### src/sv/dlle_pkg.sv
// ----------------------------------------------------------------------------
// dlle_pkg
// Shared types and constants for the doubly linked list engine: store
// geometry, command and status codes, and the request and response bundles
// between the sequencer and the link store.
// ----------------------------------------------------------------------------
package dlle_pkg;

    localparam int NODES  = 1024;
    localparam int IDX_W  = $clog2(NODES);
    localparam int SLOT_W = $clog2(NODES + 2);
    localparam int REF_W  = 11;
    localparam int CMD_W  = 3;
    localparam int STS_W  = 2;
    localparam int DATA_W = 32;

    localparam logic [SLOT_W-1:0] HEAD_SLOT = SLOT_W'(0);
    localparam logic [SLOT_W-1:0] TAIL_SLOT = SLOT_W'(1);
    localparam logic [SLOT_W-1:0] LAST_SLOT = SLOT_W'(NODES + 1);
    localparam logic [REF_W-1:0]  FULL_REFS = REF_W'(NODES);

    typedef enum logic [CMD_W-1:0] {
        CMD_PUSH_FRONT    = 3'd0,
        CMD_PUSH_BACK     = 3'd1,
        CMD_INSERT_BEFORE = 3'd2,
        CMD_INSERT_AFTER  = 3'd3,
        CMD_DELETE        = 3'd4,
        CMD_QUERY_NEXT    = 3'd5
    } t_cmd;

    typedef enum logic [STS_W-1:0] {
        STS_OK   = 2'd0,
        STS_FULL = 2'd1,
        STS_BAD  = 2'd2
    } t_status;

    // Link ports take slot numbers; the store maps the sentinels itself.
    typedef struct packed {
        logic              rd_en;
        logic [IDX_W-1:0]  rd_idx;
        logic              vrd_en;
        logic [IDX_W-1:0]  vrd_idx;
        logic              nx_we;
        logic [SLOT_W-1:0] nx_slot;
        logic [SLOT_W-1:0] nx_data;
        logic              pv_we;
        logic [SLOT_W-1:0] pv_slot;
        logic [SLOT_W-1:0] pv_data;
        logic              dd_we;
        logic [IDX_W-1:0]  dd_idx;
        logic              dd_data;
        logic              vl_we;
        logic [IDX_W-1:0]  vl_idx;
        logic [DATA_W-1:0] vl_data;
    } t_store_req;

    typedef struct packed {
        logic [SLOT_W-1:0] next_q;
        logic [SLOT_W-1:0] prev_q;
        logic              dead_q;
        logic [DATA_W-1:0] val_q;
        logic [SLOT_W-1:0] head_next;
        logic [SLOT_W-1:0] tail_prev;
    } t_store_rsp;

endpackage

### src/sv/dlle_seq.sv
// ----------------------------------------------------------------------------
// dlle_seq
// Command sequencer: checks the reference, chooses the neighbor slots, steps
// the link store through its writes and holds the result register.
// ----------------------------------------------------------------------------
module dlle_seq (
    input  logic                               i_clk,
    input  logic                               i_rst_n,
    input  logic                               i_in_valid,
    output logic                               o_in_ready,
    input  logic [dlle_pkg::CMD_W-1:0]         i_command,
    input  logic [dlle_pkg::REF_W-1:0]         i_node_ref,
    input  logic signed [dlle_pkg::DATA_W-1:0] i_data_value,
    output logic                               o_out_valid,
    input  logic                               i_out_ready,
    output logic [dlle_pkg::STS_W-1:0]         o_status,
    output logic [dlle_pkg::REF_W-1:0]         o_assigned_ref,
    output logic [dlle_pkg::REF_W-1:0]         o_successor_ref,
    output logic signed [dlle_pkg::DATA_W-1:0] o_successor_value,
    output logic                               o_at_end,
    output dlle_pkg::t_store_req               o_req,
    input  dlle_pkg::t_store_rsp               i_rsp
);

    typedef enum logic [5:0] {
        S_IDLE   = 6'b000001,
        S_EVAL   = 6'b000010,
        S_NEW    = 6'b000100,
        S_NBR    = 6'b001000,
        S_UNLINK = 6'b010000,
        S_QDONE  = 6'b100000
    } t_state;

    t_state                      r_state, n_state;
    logic [dlle_pkg::CMD_W-1:0]  r_cmd;
    logic [dlle_pkg::REF_W-1:0]  r_ref;
    logic [dlle_pkg::DATA_W-1:0] r_val;
    logic [dlle_pkg::REF_W-1:0]  r_used, n_used;
    logic [dlle_pkg::SLOT_W-1:0] r_a, n_a;
    logic [dlle_pkg::SLOT_W-1:0] r_b, n_b;
    logic [dlle_pkg::REF_W-1:0]  r_sref, n_sref;

    logic                        r_out_valid;
    logic [dlle_pkg::STS_W-1:0]  r_status;
    logic [dlle_pkg::REF_W-1:0]  r_assigned;
    logic [dlle_pkg::REF_W-1:0]  r_succ_ref;
    logic [dlle_pkg::DATA_W-1:0] r_succ_val;
    logic                        r_at_end;

    logic                        accept;
    logic                        out_free;
    logic                        live;
    logic                        full;
    logic [dlle_pkg::SLOT_W-1:0] slot_k;
    logic [dlle_pkg::SLOT_W-1:0] new_slot;
    logic [dlle_pkg::SLOT_W-1:0] q_slot;
    logic                        q_end;

    logic                        fin;
    logic [dlle_pkg::STS_W-1:0]  fin_status;
    logic [dlle_pkg::REF_W-1:0]  fin_assigned;
    logic [dlle_pkg::REF_W-1:0]  fin_sref;
    logic [dlle_pkg::DATA_W-1:0] fin_sval;
    logic                        fin_end;

    assign accept   = i_in_valid && o_in_ready;
    assign out_free = !r_out_valid || i_out_ready;

    // A reference is live when it was handed out and never deleted; the
    // deleted flag of every handed-out node has been written at creation.
    assign live     = (r_ref != '0) && (r_ref <= r_used) && !i_rsp.dead_q;
    assign full     = (r_used == dlle_pkg::FULL_REFS);
    assign slot_k   = dlle_pkg::SLOT_W'(r_ref + dlle_pkg::REF_W'(1));
    assign new_slot = dlle_pkg::SLOT_W'(r_used + dlle_pkg::REF_W'(2));
    assign q_slot   = (r_ref == '0) ? i_rsp.head_next : i_rsp.next_q;
    assign q_end    = (q_slot < dlle_pkg::SLOT_W'(2)) || (q_slot > dlle_pkg::LAST_SLOT);

    always_comb begin
        n_state      = r_state;
        n_used       = r_used;
        n_a          = r_a;
        n_b          = r_b;
        n_sref       = r_sref;
        fin          = 1'b0;
        fin_status   = dlle_pkg::STS_OK;
        fin_assigned = '0;
        fin_sref     = '0;
        fin_sval     = '0;
        fin_end      = 1'b0;
        o_req        = '0;
        o_req.rd_idx = dlle_pkg::IDX_W'(i_node_ref - dlle_pkg::REF_W'(1));

        unique case (r_state)
            S_IDLE: begin
                o_req.rd_en = accept;
                if (accept) begin
                    n_state = S_EVAL;
                end
            end
            S_EVAL: begin
                unique case (r_cmd)
                    dlle_pkg::CMD_PUSH_FRONT, dlle_pkg::CMD_PUSH_BACK: begin
                        if (full) begin
                            fin_status = dlle_pkg::STS_FULL;
                            fin        = out_free;
                        end else begin
                            n_state = S_NEW;
                            if (r_cmd == dlle_pkg::CMD_PUSH_FRONT) begin
                                n_a = dlle_pkg::HEAD_SLOT;
                                n_b = i_rsp.head_next;
                            end else begin
                                n_a = i_rsp.tail_prev;
                                n_b = dlle_pkg::TAIL_SLOT;
                            end
                        end
                    end
                    dlle_pkg::CMD_INSERT_BEFORE, dlle_pkg::CMD_INSERT_AFTER: begin
                        // The reference check takes precedence over full.
                        if (!live) begin
                            fin_status = dlle_pkg::STS_BAD;
                            fin        = out_free;
                        end else if (full) begin
                            fin_status = dlle_pkg::STS_FULL;
                            fin        = out_free;
                        end else begin
                            n_state = S_NEW;
                            if (r_cmd == dlle_pkg::CMD_INSERT_BEFORE) begin
                                n_a = i_rsp.prev_q;
                                n_b = slot_k;
                            end else begin
                                n_a = slot_k;
                                n_b = i_rsp.next_q;
                            end
                        end
                    end
                    dlle_pkg::CMD_DELETE: begin
                        if (!live) begin
                            fin_status = dlle_pkg::STS_BAD;
                            fin        = out_free;
                        end else begin
                            n_state = S_UNLINK;
                            n_a     = i_rsp.prev_q;
                            n_b     = i_rsp.next_q;
                        end
                    end
                    dlle_pkg::CMD_QUERY_NEXT: begin
                        if (r_ref != '0 && !live) begin
                            fin_status = dlle_pkg::STS_BAD;
                            fin        = out_free;
                        end else if (q_end) begin
                            fin_end = 1'b1;
                            fin     = out_free;
                        end else begin
                            o_req.vrd_en  = 1'b1;
                            o_req.vrd_idx = dlle_pkg::IDX_W'(q_slot - dlle_pkg::SLOT_W'(2));
                            n_sref        = dlle_pkg::REF_W'(q_slot - dlle_pkg::SLOT_W'(1));
                            n_state       = S_QDONE;
                        end
                    end
                    default: begin
                        fin_status = dlle_pkg::STS_BAD;
                        fin        = out_free;
                    end
                endcase
                if (fin) begin
                    n_state = S_IDLE;
                end
            end
            S_NEW: begin
                o_req.vl_we   = 1'b1;
                o_req.vl_idx  = r_used[dlle_pkg::IDX_W-1:0];
                o_req.vl_data = r_val;
                o_req.dd_we   = 1'b1;
                o_req.dd_idx  = r_used[dlle_pkg::IDX_W-1:0];
                o_req.dd_data = 1'b0;
                o_req.nx_we   = 1'b1;
                o_req.nx_slot = new_slot;
                o_req.nx_data = r_b;
                o_req.pv_we   = 1'b1;
                o_req.pv_slot = new_slot;
                o_req.pv_data = r_a;
                n_state       = S_NBR;
            end
            S_NBR: begin
                // These writes repeat unchanged while the result waits.
                o_req.nx_we   = 1'b1;
                o_req.nx_slot = r_a;
                o_req.nx_data = new_slot;
                o_req.pv_we   = 1'b1;
                o_req.pv_slot = r_b;
                o_req.pv_data = new_slot;
                fin_assigned  = dlle_pkg::REF_W'(r_used + dlle_pkg::REF_W'(1));
                fin           = out_free;
                if (fin) begin
                    n_used  = fin_assigned;
                    n_state = S_IDLE;
                end
            end
            S_UNLINK: begin
                o_req.nx_we   = 1'b1;
                o_req.nx_slot = r_a;
                o_req.nx_data = r_b;
                o_req.pv_we   = 1'b1;
                o_req.pv_slot = r_b;
                o_req.pv_data = r_a;
                o_req.dd_we   = 1'b1;
                o_req.dd_idx  = dlle_pkg::IDX_W'(r_ref - dlle_pkg::REF_W'(1));
                o_req.dd_data = 1'b1;
                fin           = out_free;
                if (fin) begin
                    n_state = S_IDLE;
                end
            end
            S_QDONE: begin
                fin_sref = r_sref;
                fin_sval = i_rsp.val_q;
                fin      = out_free;
                if (fin) begin
                    n_state = S_IDLE;
                end
            end
            default: begin
                n_state = S_IDLE;
            end
        endcase
    end

    always_ff @(posedge i_clk) begin
        if (!i_rst_n) begin
            r_state     <= S_IDLE;
            r_used      <= '0;
            r_out_valid <= 1'b0;
        end else begin
            r_state <= n_state;
            r_used  <= n_used;
            if (fin) begin
                r_out_valid <= 1'b1;
            end else if (i_out_ready) begin
                r_out_valid <= 1'b0;
            end
        end
    end

    always_ff @(posedge i_clk) begin
        if (accept) begin
            r_cmd <= i_command;
            r_ref <= i_node_ref;
            r_val <= i_data_value;
        end
        r_a    <= n_a;
        r_b    <= n_b;
        r_sref <= n_sref;
        if (fin) begin
            r_status   <= fin_status;
            r_assigned <= fin_assigned;
            r_succ_ref <= fin_sref;
            r_succ_val <= fin_sval;
            r_at_end   <= fin_end;
        end
    end

    assign o_in_ready        = (r_state == S_IDLE);
    assign o_out_valid       = r_out_valid;
    assign o_status          = r_status;
    assign o_assigned_ref    = r_assigned;
    assign o_successor_ref   = r_succ_ref;
    assign o_successor_value = r_succ_val;
    assign o_at_end          = r_at_end;

endmodule

### config.mk
export PLATFORM = sky130hd
export DESIGN_NAME = dlle_seq
export DESIGN_NICKNAME = d
export VERILOG_FILES = /design/src/sv/dlle_pkg.sv /design/src/sv/dlle_seq.sv
export SDC_FILE = /design/constraint.sdc
export NUM_CORES = 1
export LEC_CHECK = 0
export BUFFER_PORTS_ARGS = -buffer_cell sky130_fd_sc_hd__buf_2
export CORE_MARGIN = 1.5
export CORE_UTILIZATION = 55
export DETAILED_ROUTE_END_ITERATION = 10
export PLACE_DENSITY = 0.87
export SYNTH_ARGS = -nofsm -noshare
export SYNTH_HDL_FRONTEND = slang
export SYNTH_SLANG_ARGS = --single-unit
### constraint.sdc
create_clock -name i_clk -period 14 [get_ports i_clk]
set_clock_uncertainty 0.1 [all_clocks]
set_input_delay 0.7 -clock i_clk [delete_from_list [all_inputs] [get_ports i_clk]]
set_output_delay 0.7 -clock i_clk [all_outputs]
set_load 0.03 [all_outputs]
* Yosys cells after proc, flatten, opt, wreduce, memory -nomap -nowiden
Index checks and enable logic that the tools add are counted.
** Cells by class
- $add $sub $neg :: 7
- Order comparisons :: 3
- Equal/unequal tests :: 23
- Multiplexer cells :: 49
- Bitwise logic cells :: 4
- Reductions and logical operators :: 22
** Operators with widths (count)
- two-way mux 11 bit :: 17
- case mux 46 bit (3 select lines) :: 1
- case mux 11 bit (3 select lines) :: 2
- two-way mux 6 bit :: 8
- case mux 6 bit (4 select lines) :: 2
- two-way mux 43 bit :: 1
- case mux 12 bit (2 select lines) :: 1
- adder 11 x 1 -> 11 bit (second input constant) :: 2
- subtractor 10 x 1 -> 10 bit (second input constant) :: 2
- inequality test 4 bit (second input constant) :: 4
- adder 11 x 2 -> 11 bit (second input constant) :: 1
- == test 11 bit (second input constant) :: 1
- > comparator 11 bit (second input constant) :: 1
- less-or-equal comparator 11 bit :: 1
- logical NOT 11 bit :: 1
- less-than comparator 11 x 2 -> 1 bit (second input constant) :: 1
- two-way mux 1 bit :: 11
- nonzero test 11 bit :: 1
- subtractor 11 x 1 -> 11 bit (second input constant) :: 1
- subtractor 10 x 2 -> 10 bit (second input constant) :: 1
- inequality test 2 bit (second input constant) :: 4
- case mux 2 bit (4 select lines) :: 1
- AND reduction 7 bit :: 1
- == test 3 x 2 -> 1 bit (second input constant) :: 2
- other kinds (25) :: 40
** Word-level totals
- Register bits after elaboration :: 154
- Bits of input ports :: 127
- Output and inout port bits :: 182
- Logic and storage cells :: 122

* Depth between registers and ports, before layout
- Depth in word-level cells :: 10
- Depth in mapped cells :: 18

* Worst setup path before layout
Ideal clock, no wire load.
- Path kind :: reg2reg
- Start point :: register r_ref[0] in the netlist's numbering
- End point :: register r_assigned (netlist bit o_assigned_ref[0]) (enable)
- Setup time :: 0.491 ns
- Arrival :: 6.276 ns
- Data required time :: 13.409 ns
- Path slack :: 7.133 ns
- Cell stages (with the launch flop) :: 18
- Cells stage by stage :: edfxtp_1 -> clkbuf_1 -> inv_1 -> ha_1 -> nor3b_2 -> nand4_2 -> buf_6 -> clkbuf_1 -> buf_2 -> mux2i_1 -> ha_1 -> nand3_1 -> mux2i_1 -> o21a_1 -> a211oi_2 -> o31ai_2 -> nand2_1 -> a21oi_1
** Between the ends
- Word-level cells in the longest chain between the ends :: 9
** Ends and longest elaborated chain
- from (decl) :: RTL line dlle_seq.sv:36 : logic [dlle_pkg::REF_W-1:0] r_ref;
- from (signal assigned) :: RTL line dlle_seq.sv:247 : r_ref <= i_node_ref;
- logical NOT 11 bit (tied with other cells) :: RTL line dlle_seq.sv:75 : assign q_slot = (r_ref == '0) ? i_rsp.head_next : i_rsp.next_q;
- two-way mux 11 bit / logical AND 1 bit (equally long branches) :: RTL line dlle_seq.sv:75, dlle_seq.sv:71
- less-than comparator 11 x 2 -> 1 bit (tied with other cells) :: RTL line dlle_seq.sv:76 : assign q_end = (q_slot < dlle_pkg::SLOT_W'(2)) || (q_slot > dlle_pkg::LAST_SLOT);
- logical OR 1 bit / logical NOT 1 bit (equally long branches) :: RTL line dlle_seq.sv:76, dlle_seq.sv:147
- two-way mux 1 bit / logical AND 1 bit (equally long branches) :: RTL line dlle_seq.sv:150, dlle_seq.sv:147
- two-way mux 1 bit :: RTL line dlle_seq.sv:147 : if (r_ref != '0 && !live) begin
- case mux 1 bit (4 select lines) * :: RTL line dlle_seq.sv:101 : unique case (r_cmd)
- two-way mux 1 bit * :: RTL line dlle_seq.sv:93 : unique case (r_state)
- case mux 1 bit (2 select lines) * :: RTL line dlle_seq.sv:93
- named net fin :: RTL line dlle_seq.sv:59 : logic fin;
- to (signal assigned) :: RTL line dlle_seq.sv:255 : r_assigned <= fin_assigned;
- to (decl) :: RTL line dlle_seq.sv:45 : logic [dlle_pkg::REF_W-1:0] r_assigned;
Mark *: on every way through the listed nets, which the timed path passes. The rest lies on a longest branch. The select of a mux whose other input is x is not followed.
A chain may end at the register's enable or synchronous reset.

==> reports/results.tsv <==
stage	metric	value	unit
outcome	status	finished clean	
pwr	pwr-share-clk	40.0	%
synth	yosysWarnings	0	
pwr	swShare	26.9	%
final_layout	syn2layout_area_growth	26.2	%
synth	synth_top_area_share	47.4	%
synth	synth_edf_count	136	
floorplanning	pin_count	309	
drt	drcViolationCount	0	
clock_network	postCtsSetupBuffers	0	
clock_network	cts_root_buf	clkbuf_16	
final_layout	fill_cells	1176	
worst_setup_path	cp_slowest_stage_delay	0.53	ns
worst_hold_path	min_path_type	input pin to flip-flop	
worst_setup_path	rr_startpoint	r_ref[0]	
final_layout	final_common_cell	buf_2	
sta	post-route-period-util	42.1	%
job	maxCapViolations	0	
final_layout	final_nets	1278	
clock_network	htreeDepth	4	
global_routing	grt_pass1_wl	38.0	mm
sta	worstMarginPinSlew	1.14	ns
worst_setup_path	cp_data_arrival_time	5.10	ns
placement	placed_cells	1323	
clock_network	path_clk_slew	0.07	ns
floorplanning	die-area	16400	sq um
synth	synth_fp_nets	996	
placement	dp_hpwl	18.9	mm
synth	synthArstFlopShare	0	%
worst_setup_path	worstPathMaxFanout	31	
sta	setup_slack	8.10	ns
global_routing	track_usage	30.5	%
drt	routed_wl	25.3	mm
floorplanning	start_util	56.5	%
drt	routedWlPerCell	18.7	microns
placement	gp_congestion	0.986	
sta	hold_viol	0	
drt	drt_iter0_drc	937	
global_routing	first_global_vias	7096	
pwr	power_switching	321	uW
sta	finalSetupViolations	0	
floorplanning	core_area	15300	sq um
placement	dp_slack	8.61	ns
worst_setup_path	crit_buf_inv	4	
floorplanning	rows	45	
final_layout	final_cell_mix	buf_2, edfxtp_1, nor2_1	
pwr	comb_power_share	13.9	%
worst_setup_path	required	13.20	ns
pwr	p_leak	0.00499	uW
final_layout	instances_no_fill	1354	
synth	synth_top_cell_by_area	edfxtp_1	
pwr	ir_drop	0.0927	mV
clock_network	clock_latency	0.43	ns
sta	final_max_slew_viol_count	0	
clock_network	cts_tree	yes	
sta	slew_headroom	23.8	%
clock_network	cts.sinks	154	
worst_setup_path	cp-startpoint	r_ref[0]	
drt	ant_nets	0	
pwr	p_int	873	uW
worst_setup_path	crit_path_top_delay_cell	edfxtp_1	
sta	rsz0062_at_grt	false	
drt	num_vias	7687	
worst_setup_path	crit_type	flip-flop to primary output	
synth	ys_types	66	
final_layout	n_antenna_cell	0	
placement	portBuffers	308	
floorplanning	fp.dieH	128	microns
drt	routed_via_density	5.68	
clock_network	ctsHoldBuffers	0	
pwr	pwr-share-seq	46.2	%
clock_network	cts-resized-gates	0	
floorplanning	die-width	128	microns
synth	synthCells	849	
final_layout	layout-drive-gt1-share	31.7	%
global_routing	grt_max_degree	48	
pwr	pwr_density_cell	110	nW/um^2
worst_setup_path	end_kind	primary output	
synth	ys_seq_area_share	51.5	%
global_routing	antenna_found_initial	0	
final_layout	utilization	71.3	%
synth	synthTopCellsByArea	edfxtp_1, and2_1, xnor2_1	
worst_setup_path	critical-path-top-delay-family	simple AND/OR/NAND/NOR gates	
synth	synth_seq_cells	154	
synth	ys.flop_type	edfxtp_1	
worst_setup_path	cp-start-kind	flip-flop	
synth	syn_area	8620	sq um
worst_setup_path	crit_top_cell	ha_1	
drt	detail_route.first_pass.iterations	5	
clock_network	clk_path_buf_depth	2	
global_routing	grt_overflow	0	
sta	finalSetupTns	0	ns
sta	fin_crit	5.90	ns
synth	avgSynthCellArea	10.2	sq um
sta	fmax	0.169	GHz
worst_hold_path	hp-start	i_command[1]	
clock_network	numCtsBuffers	17	
worst_setup_path	path_cells	inv_1 -> ha_1 -> nor3b_2 -> nand4_2 -> buf_4 -> mux2i_1 -> ha_1 -> nor2b_1 -> a21oi_1 -> or3_1 -> a311o_1 -> or2_1 -> inv_2 -> and2_1 -> buf_2	
-- synthesized netlist by cell type, types with 3 or more instances --
| master | n |
|---|---|
| edfxtp_1 | 136 |
| nor2_1 | 104 |
| and2_1 | 79 |
| nand2_1 | 62 |
| xnor2_1 | 47 |
| a21oi_1 | 38 |
| clkbuf_1 | 37 |
| o21ai_0 | 31 |
| a21o_1 | 30 |
| inv_1 | 27 |
| xor2_1 | 23 |
| nand3_1 | 22 |
| ha_1 | 20 |
| nor3_1 | 20 |
| dfxtp_1 | 18 |
| mux2i_1 | 12 |
| o22ai_1 | 12 |
| nand4_1 | 9 |
| nor2b_1 | 9 |
| a22oi_1 | 8 |
| buf_2 | 8 |
| nor4_1 | 8 |
| a211oi_1 | 6 |
| or3_1 | 6 |
| nand3b_1 | 5 |
| o211a_1 | 5 |
| a22o_1 | 4 |
| clkinv_1 | 4 |
| o21ai_1 | 4 |
| a221oi_1 | 3 |
| a31oi_1 | 3 |
| buf_1 | 3 |
| buf_4 | 3 |
| nor3b_1 | 3 |
-- metal layers --
metal / vias to the layer above / share of wire [%] / GRT usage [%]
met1: 3627 / 39 / 38.5
met2: 432 / 50 / 53.0
met4: 0 / 2.0 / 8.53
met3: 50 / 8.9 / 6.43
met5: - / 0 / 0
li1: 3578 / - / -
-- kinds of logic after synthesis --
group | count (synthesis) | synth area share, %
mux | 13 | 1.52
compound gates | 162 | 12.5
flops | 154 | 51.5
buf+inv | 86 | 4.16
simple gates | 344 | 20.2
xor+xnor | 70 | 7.11
fa+ha+maj | 20 | 2.90
-- state kept, by name, indices dropped and copies added (netlist names) --
name	count
o_successor_value	32
r_val	32
o_assigned_ref	11
o_successor_ref	11
r_a	11
r_b	11
r_ref	11
r_sref	11
r_used	11
r_state	6
r_cmd	3
o_status	2
o_at_end	1
o_out_valid	1
-- stage by stage --
stage,hold slack (ns),total power [uW],instance area [sq um]
after floorplan,0.376,660,8620
after global placement,0.401,719,10300
after detailed placement,0.407,721,10300
after CTS,0.331,1190,10900
after global routing,0.333,1230,10900
final,0.336,1190,10900
-- area by class of cell --
class | instances | area, sq um | share of cell area, %
multi-input combinational | 609 | 3830 | 35.2
timing repair buffer | 316 | 1600 | 14.7
sequential | 154 | 4440 | 40.8
clock inverter | 14 | 189 | 1.74
clock buffer | 17 | 425 | 3.91
inverter | 33 | 124 | 1.14
tap | 211 | 264 | 2.43
-- final timing paths --
| path | end | slack [ns] | cells after the start |
|---|---|---|---|
| max | o_req[102] | 8.10 | 15 |
| min | r_cmd[1] | 0.34 | 1 |
| max reg2reg | o_assigned_ref[7] | 8.77 | 15 |
| min reg2reg | o_successor_ref[1] | 0.42 | 1 |
-- power by group through the flow --
stage | clock, uW | sequential (uW) | combinational, uW
2_1_floorplan | 0 | 556 | 104
3_3_place_gp | 0 | 559 | 160
3_5_place_dp | 0 | 560 | 161
4_1_cts | 480 | 551 | 163
5_1_grt | 497 | 554 | 178
6_report | 477 | 551 | 166
Note: power is estimated with default switching activity, not from simulation.
